==> src/rtl/ffea_pkg.sv <==
// ----------------------------------------------------------------------------
// ffea_pkg
// Shared types and constants of the first-fit extent allocator.
// ----------------------------------------------------------------------------
package ffea_pkg;

    // Default depth of the free-extent table.
    localparam int FREE_SLOTS_DEF    = 64;

    // Block layout and address arithmetic.
    localparam int HEADER_BYTES      = 8;
    localparam int ALIGN_BYTES       = 8;
    localparam int ADDR_BITS         = 32;
    localparam int MIN_SPLIT_PAYLOAD = 8;

    // Reset value of the heap limit register.
    localparam logic [31:0] HEAP_LIMIT_RESET = 32'd65536;

    // Request types.
    localparam logic REQ_ALLOC   = 1'b0;
    localparam logic REQ_RELEASE = 1'b1;

    // Result status codes.
    localparam logic [1:0] STATUS_OK         = 2'd0;
    localparam logic [1:0] STATUS_NO_SPACE   = 2'd1;
    localparam logic [1:0] STATUS_TABLE_FULL = 2'd2;

    // Configuration register indexes.
    localparam int CFG_IDX_W = 1;
    localparam logic [CFG_IDX_W-1:0] REG_HEAP_BASE  = 1'b0;
    localparam logic [CFG_IDX_W-1:0] REG_HEAP_LIMIT = 1'b1;

    typedef struct packed {
        logic        req_type;
        logic [31:0] request_size;
        logic [31:0] block_address;
    } req_t;

    typedef struct packed {
        logic [31:0] payload_address;
        logic [31:0] granted_size;
        logic [1:0]  status;
    } rsp_t;

    // One free extent: header address and payload size.
    typedef struct packed {
        logic [ADDR_BITS-1:0] start;
        logic [ADDR_BITS-1:0] size;
    } entry_t;

    typedef struct packed {
        logic [31:0] heap_base;
        logic [31:0] heap_limit;
    } cfg_t;

    typedef enum logic [3:0] {
        ST_IDLE,
        ST_ASCAN,
        ST_AHIT,
        ST_BUMP0,
        ST_BUMP1,
        ST_RINIT,
        ST_RSCAN,
        ST_RNEXT,
        ST_RPREV,
        ST_SUP,
        ST_WR,
        ST_SDN,
        ST_TCHK,
        ST_TINIT,
        ST_TSCAN,
        ST_DONE
    } state_t;

endpackage

==> src/rtl/ffea_table.sv <==
// ----------------------------------------------------------------------------
// ffea_table
// Free-extent table: one write port, one read port with registered data.
// ----------------------------------------------------------------------------
module ffea_table #(
    parameter int SLOTS = ffea_pkg::FREE_SLOTS_DEF,
    parameter int AW    = $clog2(SLOTS)
) (
    input  logic             aclk,
    input  logic             wr_en,
    input  logic [AW-1:0]    wr_addr,
    input  ffea_pkg::entry_t wr_data,
    input  logic [AW-1:0]    rd_addr,
    output ffea_pkg::entry_t rd_data
);
    import ffea_pkg::*;

    entry_t mem [SLOTS];
    entry_t rd_data_reg;

    // Write port.
    always_ff @(posedge aclk) begin
        if (wr_en) begin
            mem[wr_addr] <= wr_data;
        end
    end

    // Read port; the read data is registered.
    always_ff @(posedge aclk) begin
        rd_data_reg <= mem[rd_addr];
    end

    assign rd_data = rd_data_reg;

endmodule

==> config.mk <==
export PLATFORM = sky130hd
export DESIGN_NAME = ffea_table
export DESIGN_NICKNAME = d
export VERILOG_FILES = /design/src/rtl/ffea_pkg.sv /design/src/rtl/ffea_table.sv
export SDC_FILE = /design/constraint.sdc
export NUM_CORES = 2
export LEC_CHECK = 0
export BUFFER_PORTS_ARGS = -buffer_cell sky130_fd_sc_hd__clkbuf_2
export CORE_ASPECT_RATIO = 0.6
export CORE_MARGIN = 4
export CORE_UTILIZATION = 50
export DETAILED_ROUTE_END_ITERATION = 16
export PLACE_DENSITY = 0.65
export SYNTH_ARGS = -nofsm -noshare
export SYNTH_HDL_FRONTEND = slang
export SYNTH_SLANG_ARGS = --single-unit
==> constraint.sdc <==
create_clock -name aclk -period 7 [get_ports aclk]
set_input_delay 0 -clock aclk [delete_from_list [all_inputs] [get_ports aclk]]
set_output_delay 0 -clock aclk [all_outputs]
set_load 0.03 [all_outputs]
==> impl_metrics.ini <==
[clock_tree]
clk_path_buf_depth = 4
cts_made_buffers = 357
clk_pin_slew_ps = 70
cts_root_buf = clkbuf_16
ctsResizeCount = 0
cts_htree_levels = 5
cts_tree = built
cts.sinks = 4160
clkLatencyLatePin_ps = 890

[yosys]
synth_top_area_share_pct = 78.7
yosysUniqueCellTypes = 33
ys_seq_elements = 4160
synthTopCellsByArea = edfxtp_1 79%, mux4_2 15%, mux2i_1 0.86%
ys_warn_count = 0
ys_seq_area_share_pct = 79.5
syn-cell-area_um2 = 156000
avgSynthCellArea_um2 = 23.7
syn_inst = 6598
synth_area_leader_cell = edfxtp_1
synth_nets = 6676

[power_and_ir_drop]
p_sw_share_pct = 21.1
p_clk_share_pct = 39.4
seqPwrFrac_pct = 55.6
power_leakage_nw = 54.0
switching_power_mw = 10.5
peakVddDrop_uv = 221
power_frac_comb_pct = 5.0
power.density_nw_per_um2 = 285
p_int_mw = 39.3

[cells_and_area]
post-route-util_pct = 56.3
fin_cells = 11400
drive_above_1_share_pct = 27.3
area_delta_synth_final_pct = 11.6
regArea_um2 = 124000
nNetsFinal = 7030
nFillCells = 22300
largest_reg_flops = 4096
final_area_um2 = 174000
multi_input_area_um2 = 30800

[setup_path]
start_kind = input pin
path_class = input pin to flop
reg2reg_to = rd_data[49]
worstRegToRegCells = 5
end_kind = flop
critPathArrivalTime_ps = 3630
critPathRequiredTime_ps = 7490
r2r-start = mem[47][49]
critPathMaxFanout = 44
reg2reg_slack_ps = 4740

[route]
wl_per_cell_um = 38.3
antenna_left = 0
via_count = 76700
vias_per_cell = 6.72
drt_pass1_iterations = 6
drt_iter0_drc = 12200
routed_wl_um = 438000
route.detailed.drc = 0

[placed_design]
portBuffers = 141
dp_hpwl_um = 231000
place_inst = 10700
placed_cell_area_um2 = 163000
globalplace.congestion = 0.799

[floorplanning]
die_x_um = 730
rows = 158
die-area_um2 = 322000
core_um2 = 310000
io_pins = 142
initial_utilization_pct = 50.4
die_h_um = 441

[global_route]
overflow = 0
antenna_found_initial = 33
grt.total_usage_pct = 27.3
grt_pass1_vias = 74600
grt_first_pass_wirelength_um = 609000
grt_max_degree = 122

[timing]
finalSetupViolCount = 0
grt_setup_unrepaired = false
tightest_slew_ps = 1350
worst_hold_slack_ps = 89.1
finalClockSkew_ps = 31.0
fin_crit_sh_pct = 44.9
hold_viol_final = 0
tns_ps = 0
maxSlewHeadroom_pct = 10.3
period_minus_slack_ps = 3140
max_freq_mhz = 318
slew_violations = 0

[hold_path]
hp-start = rd_addr[1]
min_path_cells = 5
min_to = rd_data[25]
holdCritPathClass = input pin to flop

[flow_run]
maxCapViolations = 0

[outcome]
status = completed
-- layer usage --
| layer | part of all wire [%] | global-route usage, % | vias to the layer above |
|---|---|---|---|
| met1 | 41 | 42.6 | 41700 |
| met3 | 13 | 6.90 | 653 |
| met5 | 0.032 | 0 | - |
| met2 | 44 | 39.1 | 5179 |
| met4 | 2.5 | 6.17 | 22 |
| li1 | - | - | 29200 |
-- cells in the mapped netlist (all sizes together) --
cell type,n
a22oi,168
nand3,45
buf,230
nand4b,1
a211oi,63
a22o,88
edfxtp,4096
and3,64
o221ai,38
nor3,2
a31oi,18
inv,19
nor2,112
nand2,58
o22ai,83
or3,29
a2bb2oi,19
and2,3
nand4,2
a41oi,26
dfxtp,64
nor2b,28
or2,28
or3b,1
nand3b,2
clkbuf,140
a31o,1
mux2i,135
nand2b,11
mux4,1024
-- cells by family after synthesis --
logic type             after synthesis  share of synthesized area, %
and+or+nand+nor                    386                          1.24
AOI/OAI and AO/OA                  504                          2.48
DFF                               4160                          79.5
buffers and inverters              389                          1.18
muxes                             1159                          15.6
-- worst max-delay path: stages --
cell	delay, ps
dlygate4sd3_1	570
clkbuf_2	190
nor2b_1	260
nand2_1	440
nor2_4	970
buf_4	1020
-- metrics by stage --
stage	power (mW)	setup WS, ps
floorplan	29.6	1560
global placement	30.7	3430
detailed placement	30.7	3390
CTS	50.1	3930
global route	51.3	3780
finish	49.8	3860
-- placed cells by master, fill, tap and decap left out, drive strengths merged --
cell type | Yosys | routed
and3 | 64 | 64
a211oi | 63 | 63
inv | 19 | 26
nand3b | 2 | 2
or3b | 1 | 1
diode | 0 | 16
a31oi | 18 | 18
clkinvlp | 0 | 6
a41oi | 26 | 26
clkinv | 0 | 128
or2 | 28 | 28
nand2b | 11 | 11
nor3 | 2 | 2
nand4 | 2 | 2
mux2i | 135 | 135
a31o | 1 | 1
a22o | 88 | 88
a22oi | 168 | 168
clkbuf | 140 | 614
nor2b | 28 | 28
a2bb2oi | 19 | 19
o221ai | 38 | 38
bufinv | 0 | 27
nand4b | 1 | 1
and2 | 3 | 3
mux4 | 1024 | 1024
buf | 230 | 211
dfxtp | 64 | 64
nand2 | 58 | 58
dlygate4sd3 | 0 | 16
or3 | 29 | 29
edfxtp | 4096 | 4096
o22ai | 83 | 83
nor2 | 112 | 112
nand3 | 45 | 45
-- layout make-up --
cell class / instances / share of cell area (%)
Clock buffer: 476 / 5.62
Multi-Input combinational cell: 2049 / 17.6
Tap cell: 4160 / 2.98
Clock inverter: 168 / 0.876
Inverter: 19 / 0.0409
Timing Repair Buffer: 365 / 1.60
Sequential cell: 4160 / 71.2
Antenna cell: 16 / 0.0229
-- power groups by stage --
| stage | registers [mW] | logic [mW] | clock network (mW) |
|---|---|---|---|
| after floorplan | 28.3 | 1.28 | 0 |
| after global placement | 28.3 | 2.42 | 0 |
| after detailed placement | 28.3 | 2.46 | 0 |
| after CTS | 27.7 | 2.47 | 19.9 |
| after global routing | 27.7 | 2.61 | 21.0 |
| final | 27.7 | 2.47 | 19.6 |
-- repair_timing --
action	CTS	global route
buffers inserted	0	0
hold endpoints to repair	792	0
hold buffers	16	0
-- how the worst max path moves through the flow --
stage / start / to / cells after the start
finish: wr_en / mem[16][46] / 6
global route: wr_addr[2] / mem[17][5] / 6
CTS: wr_en / mem[16][46] / 6
detailed placement: rd_addr[2] / rd_data[54] / 8
global placement: rd_addr[2] / rd_data[54] / 8
floorplan: wr_addr[3] / mem[48][0] / 4
Power figures use the tool's default switching activity.
